`config.mk`:
```
export PLATFORM = sky130hd
export DESIGN_NAME = wec_front
export DESIGN_NICKNAME = d
export VERILOG_FILES = /design/src/hw/rtl/wec_pkg.sv /design/src/hw/rtl/wec_front.sv
export SDC_FILE = /design/constraint.sdc
export NUM_CORES = 1
export LEC_CHECK = 0
export ABC_CLOCK_PERIOD_IN_PS = 11900
export BUFFER_PORTS_ARGS = -buffer_cell sky130_fd_sc_hd__buf_2
export CORE_MARGIN = 2
export CORE_UTILIZATION = 40
export DETAILED_ROUTE_END_ITERATION = 10
export PLACE_DENSITY = 0.66
export SYNTH_ARGS = -nofsm -noshare
export SYNTH_HDL_FRONTEND = slang
export SYNTH_SLANG_ARGS = --single-unit
```
`constraint.sdc`:
```
create_clock -name clk_i -period 11.9 [get_ports clk_i]
set_input_delay 2.38 -clock clk_i [delete_from_list [all_inputs] [get_ports clk_i]]
set_output_delay 2.38 -clock clk_i [all_outputs]
set_load 0.01 [all_outputs]
```
`src/hw/rtl/wec_pkg.sv`:
```
// Shared types and constants for the windowed event correlator.
// No dependencies; used by every other file of the block.
`default_nettype none

package wec_pkg;

  localparam logic [1:0]  CMD_OBSERVE   = 2'd0;
  localparam logic [1:0]  CMD_CORRELATE = 2'd1;
  localparam logic [1:0]  CMD_CLEAR     = 2'd2;
  localparam logic [1:0]  CMD_RESERVED  = 2'd3;

  localparam logic [2:0]  KIND_HANDLE = 3'd1;
  localparam logic [2:0]  KIND_IMAGE  = 3'd2;
  localparam logic [2:0]  KIND_MEM_PE = 3'd3;
  localparam logic [2:0]  KIND_MEM    = 3'd4;

  localparam logic [31:0] WINDOW_MIN   = 32'd1000;
  localparam logic [9:0]  ANOMALY_GATE = 10'd800;
  localparam logic [6:0]  BOOST_CAP    = 7'd85;
  localparam logic [6:0]  W_TARGET     = 7'd18;  // same target plus temporal
  localparam logic [6:0]  W_SOURCE     = 7'd10;
  localparam logic [6:0]  W_H_MOD      = 7'd22;
  localparam logic [6:0]  W_H_MEM      = 7'd26;
  localparam logic [6:0]  W_M_MEM      = 7'd16;

  typedef struct packed {
    logic [1:0]  command;
    logic [47:0] stamp_ms;
    logic [2:0]  event_kind;
    logic [9:0]  anomaly_milli;
    logic [31:0] src_pid;
    logic [63:0] src_birth;
    logic        src_valid;
    logic [31:0] tgt_pid;
    logic [63:0] tgt_birth;
    logic        tgt_valid;
  } in_word_t;

  typedef struct packed {
    logic        same_target;
    logic        same_source;
    logic        temporal_near;
    logic        handle_then_module;
    logic        handle_then_memory;
    logic        module_then_memory;
    logic [11:0] edge_count;
    logic [6:0]  boost_centi;
    logic [10:0] stored_count;
  } out_word_t;

  typedef struct packed {
    logic [47:0] time_ms;
    logic [2:0]  kind;
    logic [9:0]  anomaly;
    logic [31:0] src_pid;
    logic [63:0] src_birth;
    logic        src_valid;
    logic [31:0] tgt_pid;
    logic [63:0] tgt_birth;
    logic        tgt_valid;
  } entry_t;

  typedef enum logic [1:0] {
    OP_OBSERVE,
    OP_CORRELATE,
    OP_CLEAR,
    OP_NONE
  } op_e;

  typedef struct packed {
    op_e      op;
    in_word_t word;
  } task_t;

  typedef enum logic [2:0] {
    ST_IDLE,
    ST_OBS,
    ST_POP_RD,
    ST_POP_CHK,
    ST_SCAN,
    ST_RESP
  } state_e;

endpackage

`default_nettype wire

```
`src/hw/rtl/wec_front.sv`:
```
// Front end: accepts input words, decodes the command, holds a two-entry queue.
// Depends on wec_pkg.
`default_nettype none

module wec_front (
  input  logic             clk_i,
  input  logic             rst_ni,
  input  logic             in_valid_i,
  output logic             in_ready_o,
  input  wec_pkg::in_word_t in_data_i,
  output logic             task_valid_o,
  output wec_pkg::task_t   task_o,
  input  logic             task_ready_i
);

  wec_pkg::task_t slot_q [2];
  logic           wr_ptr_q, wr_ptr_d;
  logic           rd_ptr_q, rd_ptr_d;
  logic [1:0]     fill_q, fill_d;
  wec_pkg::op_e   op;
  logic           push, pop;

  always_comb begin
    unique case (in_data_i.command)
      wec_pkg::CMD_OBSERVE:   op = wec_pkg::OP_OBSERVE;
      wec_pkg::CMD_CORRELATE: op = wec_pkg::OP_CORRELATE;
      wec_pkg::CMD_CLEAR:     op = wec_pkg::OP_CLEAR;
      default:                op = wec_pkg::OP_NONE;
    endcase
  end

  assign in_ready_o   = (fill_q != 2'd2);
  assign task_valid_o = (fill_q != 2'd0);
  assign task_o       = slot_q[rd_ptr_q];
  assign push         = in_valid_i && in_ready_o;
  assign pop          = task_valid_o && task_ready_i;

  always_comb begin
    wr_ptr_d = push ? ~wr_ptr_q : wr_ptr_q;
    rd_ptr_d = pop ? ~rd_ptr_q : rd_ptr_q;
    fill_d   = fill_q + {1'b0, push} - {1'b0, pop};
  end

  always_ff @(posedge clk_i or negedge rst_ni) begin
    if (!rst_ni) begin
      wr_ptr_q <= 1'b0;
      rd_ptr_q <= 1'b0;
      fill_q   <= 2'd0;
    end else begin
      wr_ptr_q <= wr_ptr_d;
      rd_ptr_q <= rd_ptr_d;
      fill_q   <= fill_d;
    end
  end

  always_ff @(posedge clk_i) begin
    if (push) begin
      slot_q[wr_ptr_q] <= '{op: op, word: in_data_i};
    end
  end

endmodule

`default_nettype wire

```
======== Word level (Yosys, flattened, before mapping) ========
Memory sizes are Yosys's and may differ from the RTL's.
Index checks and enable logic that the tools add are counted.
word-level totals
  logic and storage cells ................. 18
  memories ................................ 1
  bits of input ports ..................... 261
  bits in registers ....................... 4
  memory bits (writable) .................. 518
operators by class
  bitwise operators ....................... 2
  eq/ne operators ......................... 3
  reduce and logical (&&, ||, !) cells .... 4
  multiplexer cells ....................... 3
  add/subtract/negate cells ............... 2
memories
  name    words  width  rd ports  clocked after Yosys merged registers in  wr ports  RTL line         text
  slot_q  2      259    1         0                                        1         wec_front.sv:16  wec_pkg::task_t slot_q [2];
operators with widths
  kind                                                                    number
  2-bit case mux with 3 select lines                                      1
  2-bit by 1-bit adder with 2-bit output                                  1
  2-bit by 1-bit equality test with 1-bit output (second input constant)  1
  2-bit equality test (second input constant)                             1
  1-bit logical AND                                                       2
  2-bit logical NOT                                                       1
  1-bit 2-to-1 mux                                                        2
  2-bit != test (second input constant)                                   1
  1-bit NOT                                                               2
  2-bit nonzero test                                                      1
  2-bit by 1-bit subtractor with 2-bit output                             1

======== Depth between registers and ports, before layout ========
Gate-level depths: netlist (run 1).
  depth after elaboration ................. 4
  mapped depth ............................ 7

======== Worst setup path after synthesis (run 1) ========
No wires, ideal clock.
  path type ............................... input to register
  start ................................... input port in_valid_i
  end ..................................... memory slot_q[0][0] (netlist bit) (enable)
  cell stages on the path ................. 2
  data arrival time ....................... 13.203 ns
  buffers on the path ..................... 0
  slack ................................... -2.187 ns
  library setup time ...................... 0.884 ns
  cell sequence ........................... nand2_1 -> nor2_1
on the way
  cells in the longest elaborated chain, start to end .. 3
RTL lines
  what                                    RTL line         text
  start: declaration                      wec_front.sv:8   input logic in_valid_i,
  1-bit logical AND                       wec_front.sv:35  assign push = in_valid_i && in_ready_o;
  1-bit 2-to-1 mux                        wec_front.sv:57  if (push) begin
  1-bit 2-to-1 mux (not written as such)  wec_front.sv:58  slot_q[wr_ptr_q] <= '{op: op, word: in_data_i};
  end: declaration                        wec_front.sv:16
No other way between the ends.

==> impl_metrics.json, run 1 <==
{
  "cp.arrival_ns": 3.61,
  "critPathTopFamily": "buffers and inverters",
  "die_w_um": 226.0,
  "fin_skew_ns": 0.01242,
  "leakage_nw": 9.697,
  "drt-initial-drc-count": 523,
  "rsz0062_at_grt": "false",
  "synth_area_sq_um": 19720,
  "max_stage_delay_ns": 0.90,
  "synth_area_leaders": "edfxtp_1 (79%), mux2_4 (15%), mux2_2 (3.4%)",
  "route.detailed.drc": 0,
  "clockRootBuffer": "clkbuf_16",
  "post_cts_buffers": 0,
  "wl_per_cell_um": 19.83,
  "drt_wl_total_mm": 41.56,
  "post-route-cell-area_sq_um": 24660,
  "fin_crit_ns": 5.988,
  "dieArea_sq_um": 51080,
  "crit_slowest_cell": "dfrtp_4",
  "core_sq_um": 48750,
  "htree_num_levels": 2,
  "cts_hold_buf": 0,
  "ys_types": 17,
  "track_usage": 0.1551,
  "powerDensity_nw_per_um2": 250.3,
  "start_kind": "register",
  "grt_max_degree": 139,
  "required_ns": 9.52,
  "cts_sinks": 522,
  "synth.most_common_cell": "edfxtp_1",
  "grt_overflow": 0,
  "place_congestion": 0.7485,
  "regToRegSetupSlack_ns": 8.60,
  "first_pass_iters": 6,
  "rows": 81,
  "grt_pass1_vias": 9979,
  "timing.setup.critical_path_class": "register to output pin",
  "ctsResizeCount": 0,
  "grt_pass1_wl_mm": 59.22,
  "place_hpwl_mm": 28.43,
  "cap_violations": 0,
  "avgViaCountPerCell": 4.591,
  "netlist_instances": 825,
  "ys_warn_count": 0,
  "synthArstFlopShare": 0.007663,
  "timing.final.crit_share": 0.5032,
  "cp_cell_sequence": "buf_4 -> buf_4 -> mux2_4 -> buf_2",
  "crit_fanout": 49,
  "antenna_found_initial": 22,
  "vdd_ir_drop_max_uv": 192.2,
  "cts_made_buffers": 54,
  "yosysSeqAreaShare": 0.7941,
  "ys_top_cells_by_count": "edfxtp_1 (518), mux2_4 (200), mux2_2 (59)",
  "max_freq_mhz": 167.0,
  "clk_pin_slew_worst_paths_ns": 0.06,
  "setup_violations": 0,
  "hold_violations": 0,
  "postPlaceCellArea_sq_um": 22970,
  "ys.flop_type": "edfxtp_1",
  "cpMostUsedCell": "buf_4",
  "clk-insertion-delay-late_ns": 0.59,
  "crit_buf_inv": 3,
  "yosys_register_bits": 522,
  "io_buffer_count": 521,
  "synth_nets": 1088,
  "outcome": "completed",
  "antenna_left": 0,
  "drv_slew": 0,
  "cts_tree": "built",
  "die_height_um": 226.0,
  "ctsLongestPathBuffers": 3,
  "fin_nets": 1643,
  "min_path_type": "register to register",
  "synth_edf_count": 518,
  "ios": 522,
  "end_kind": "output pin",
  "slew_headroom": 0.2395,
  "synth_top_cell_area_share": 0.7890,
  "layout-drive-gt1-share": 0.6096,
  "worst_pin_slew_ns": 1.141,
  "start_util": 0.4044,
  "syn_to_final_growth_pct": 25.07,
  "syn_avg_cell_area_sq_um": 23.90,
  "fin_tns_setup_ns": 0,
  "num_vias": 9623,
  "synth_area_leader_cell": "edfxtp_1"
}
==> flip-flops by register name (all words and copies together), names as in the netlist <==
register	count
fill_q	2
rd_ptr_q	1
slot_q	518
wr_ptr_q	1
==> final cells by class <==
type                    instances  area (sq um)
well taps                     664         830.8
flip-flops and latches        522         15660
repair buffers                530          2700
clock inverters                30         229.0
fillers                      3967         24090
multi-input cells             271          3772
clock buffers                  70          1443
diodes                          8         20.02
inverters                       1         3.754
==> worst register-to-register path, cell delays in order, from the launching register on <==
cell	delay (ns)
dfrtp_1	0.38
nand2b_1	0.16
nand2_1	0.15
nor2_4	0.56
buf_4	0.70
buf_4	0.89
==> per-layer routing <==
metal | vias to the layer above | GRT usage | routed length (um)
li1 | 4416 | - | -
met1 | 4689 | 0.1752 | 15160
met2 | 395 | 0.2566 | 20400
met3 | 97 | 0.07208 | 4726
met4 | 26 | 0.05857 | 1135
met5 | - | 0 | 145
==> through the flow <==
step                hold slack, ns  total power, W  instances    util  worst slack, ns
global placement            0.4923        0.004627       1988  0.4711            6.563
finish                      0.5679        0.006171       2096  0.5058            5.912
global route                0.5900        0.006450       2093  0.5057            5.701
floorplan                   0.4788        0.004098        825       -            2.204
detailed placement          0.5332        0.004654       1988  0.4711            6.500
CTS                         0.5597        0.006251       2088  0.5054            5.845
==> path summary, 6_finish.rpt <==
check                            endpoint  depth (start not counted)      start
max                           task_o[129]                          4   rd_ptr_q
min                             fill_q[0]                          1  fill_q[0]
max reg2reg                slot_q[0][132]                          5  fill_q[0]
min reg2reg                     fill_q[0]                          1  fill_q[0]
max in group asynchronous        rd_ptr_q                          1     rst_ni
min in group asynchronous        rd_ptr_q                          1     rst_ni
==> cell usage in the layout (no fill, tap or decap), drive strengths merged <==
master,count
and2,1
xnor2,3
inv,3
mux2,259
or2,1
ha,2
and3,1
dfrtp,4
nor2,1
clkinvlp,1
xor2,1
nand2,1
nand2b,1
buf,530
bufinv,3
edfxtp,518
clkinv,24
clkbuf,70
diode,8
==> logic make-up after synthesis <==
kind of cell / share of synthesized area
xor gates and xnor gates: 0.001777
buffers and inverters: 0.01523
muxes: 0.1860
adders and majority gates: 0.001269
DFF: 0.7941
and+or+nand+nor: 0.001651
==> power by group <==
| part | switching [W] | total (W) | internal (W) | leakage, nW |
|---|---|---|---|---|
| logic | 0.000991 | 0.00194 | 0.000945 | 4.02 |
| registers | 0.000132 | 0.00265 | 0.00252 | 4.86 |
| clock network | 0.000665 | 0.00158 | 0.000918 | 0.822 |
Note: power is estimated with default switching activity, not from simulation.
==> run 2, diff against run 1 <==
Settings changed: ABC_CLOCK_PERIOD_IN_PS 11900 to 5250.
Clock period 11.9 ns to 5.25 ns, I/O delays scaled along.
==> run 2 against run 1 <==
Against the previous run:
- flip-flop and latch count unchanged
- sequential power increased by 120%
- power increased by 130%
- utilization increased by 0.44 points
- critical path depth decreased by 1
- setup slack got worse by 4.1 ns
- first-iteration DRC count increased by 4.0%
==> impl_metrics.json, run 2 (synthesis gave the netlist of run 1 again) <==
{
  "max_freq_mhz": 288.2,
  "critPathTopFamily": "flip-flops",
  "fin_crit_ns": 3.470,
  "finish.utilization": 0.5102,
  "die_height_um": 226.0,
  "dieArea_sq_um": 51080,
  "pwr-share-seq": 0.418,
  "power.switching_w": 0.004113,
  "cp_cell_sequence": "buf_12 -> mux2_4 -> buf_2",
  "clk_pin_slew_worst_paths_ns": 0.06,
  "crit_buf_inv": 2,
  "post_cts_buffers": 0,
  "cts_sinks": 522,
  "fin_nets": 1651,
  "start_util": 0.4044,
  "place_congestion": 0.7651,
  "timing.final.crit_share": 0.6610,
  "vdd_ir_drop_max_uv": 424.7,
  "start_kind": "register",
  "clk-insertion-delay-late_ns": 0.58,
  "r2r-end": "slot_q[0][172]",
  "end_kind": "output pin",
  "die_w_um": 226.0,
  "final_common_cell": "buf_2",
  "combPwrFrac": 0.317,
  "cts_made_buffers": 53,
  "powerDensity_nw_per_um2": 572.0,
  "worst_pin_slew_ns": 0.9987,
  "cp.arrival_ns": 2.42,
  "grt_max_degree": 85,
  "first_pass_iters": 6,
  "place_ws_ns": 2.238,
  "clockRootBuffer": "clkbuf_16",
  "min_path_type": "input pin to async pin",
  "num_vias": 9705,
  "rows": 81,
  "swShare": 0.2892,
  "syn_to_final_growth_pct": 26.15,
  "antenna_left": 0,
  "cts_hold_buf": 0,
  "met2_usage": 0.2631,
  "route.detailed.drc": 0,
  "crit_slowest_cell": "dfrtp_4",
  "ios": 522,
  "required_ns": 4.20,
  "largest_reg_flops": 518,
  "setup_slack_ns": 1.780,
  "leakage_nw": 9.763,
  "track_usage": 0.1535,
  "max_stage_delay_ns": 0.73,
  "drv_slew": 0,
  "layout-drive-gt1-share": 0.6183,
  "power_frac_clock": 0.265,
  "htree_num_levels": 2,
  "fillers": 3938,
  "setup_violations": 0,
  "grt_pass1_vias": 10180,
  "fin_skew_ns": 0.01944,
  "largest-register": "slot_q",
  "intPower_w": 0.01011,
  "gr-usage-met1": 0.1743,
  "hold_violations": 0,
  "wl_per_cell_um": 19.76,
  "crit_fanout": 70,
  "regToRegSetupSlack_ns": 2.75,
  "met3_usage": 0.06037,
  "grt_pass1_wl_mm": 58.70,
  "final_cell_mix": "buf_2 (521), edfxtp_1 (518), mux2_4 (200)",
  "avgViaCountPerCell": 4.621,
  "rr_startpoint": "fill_q[0]",
  "reg.largest.list": "slot_q (518), fill_q (2)",
  "rsz0062_at_grt": "false",
  "core_sq_um": 48750,
  "ctsLongestPathBuffers": 3,
  "antenna_found_initial": 14,
  "drt-initial-drc-count": 544,
  "place_hpwl_mm": 28.48,
  "drt_wl_total_mm": 41.49,
  "ctsResizeCount": 0,
  "busiest_layer": "met2",
  "outcome": "completed",
  "hold-worst-slack_ns": 0.2665,
  "cts_tree": "built",
  "r2r_cells": 4,
  "slew_headroom": 0.3326,
  "cap_violations": 0,
  "grt_overflow": 0,
  "timing.setup.critical_path_class": "register to output pin",
  "io_buffer_count": 521
}
[run 2: cell types whose count changed in the layout (fill, tap and decap cells not counted), moves of 2 or more]
cell,change
clkinvlp_4,+9
clkbuf_1,-6
buf_4,+5
bufinv_16,+5
buf_12,+4
clkinv_1,-4
clkinv_2,-4
clkbuf_16,-2
[run 2: worst max path at each step]
stage | startpoint | to | slack [ns] | depth (start not counted)
after floorplan | in_valid_i | slot_q[0][0] | -0.10 | 2
after global placement | in_valid_i | slot_q[0][198] | 2.26 | 4
final | rd_ptr_q | task_o[207] | 1.78 | 3
after CTS | rd_ptr_q | task_o[21] | 1.70 | 3
after detailed placement | in_valid_i | slot_q[0][198] | 2.24 | 4
after global routing | rd_ptr_q | task_o[69] | 1.65 | 3
[run 2: area by class of cell]
class	instances	area [sq um]	area share
Antenna cell	8	20.02	0.0008050
Clock buffer	61	1356	0.05454
Clock inverter	34	394.1	0.01585
Inverter	1	3.754	0.0001509
Multi-Input combinational cell	271	3789	0.1523
Sequential cell	522	15660	0.6296
Tap cell	664	830.8	0.03341
Timing Repair Buffer	539	2818	0.1133
[run 2: per-layer routing]
metal	share of wire	vias up
li1	-	4429
met1	0.38	4795
met2	0.50	387
met3	0.094	82
met4	0.026	12
met5	0.0018	-
[run 2: power by group through the flow]
stage               sequential (W)  clock, W  combinational (W)
floorplan                  0.00606         0            0.00310
global placement           0.00600         0            0.00456
detailed placement         0.00605         0            0.00457
CTS                        0.00596   0.00387            0.00459
global route               0.00603   0.00402            0.00479
finish                     0.00595   0.00377            0.00450
[run 2: metrics by stage]
stage                     instance area, sq um  setup TNS, ns  power (W)  instances
after floorplan                          19740         -26.68   0.009153        825
after global placement                   23100              0    0.01055       1997
after detailed placement                 23100              0    0.01062       1997
after CTS                                24850              0    0.01442       2092
after global routing                     24870              0    0.01484       2098
final                                    24870              0    0.01422       2100
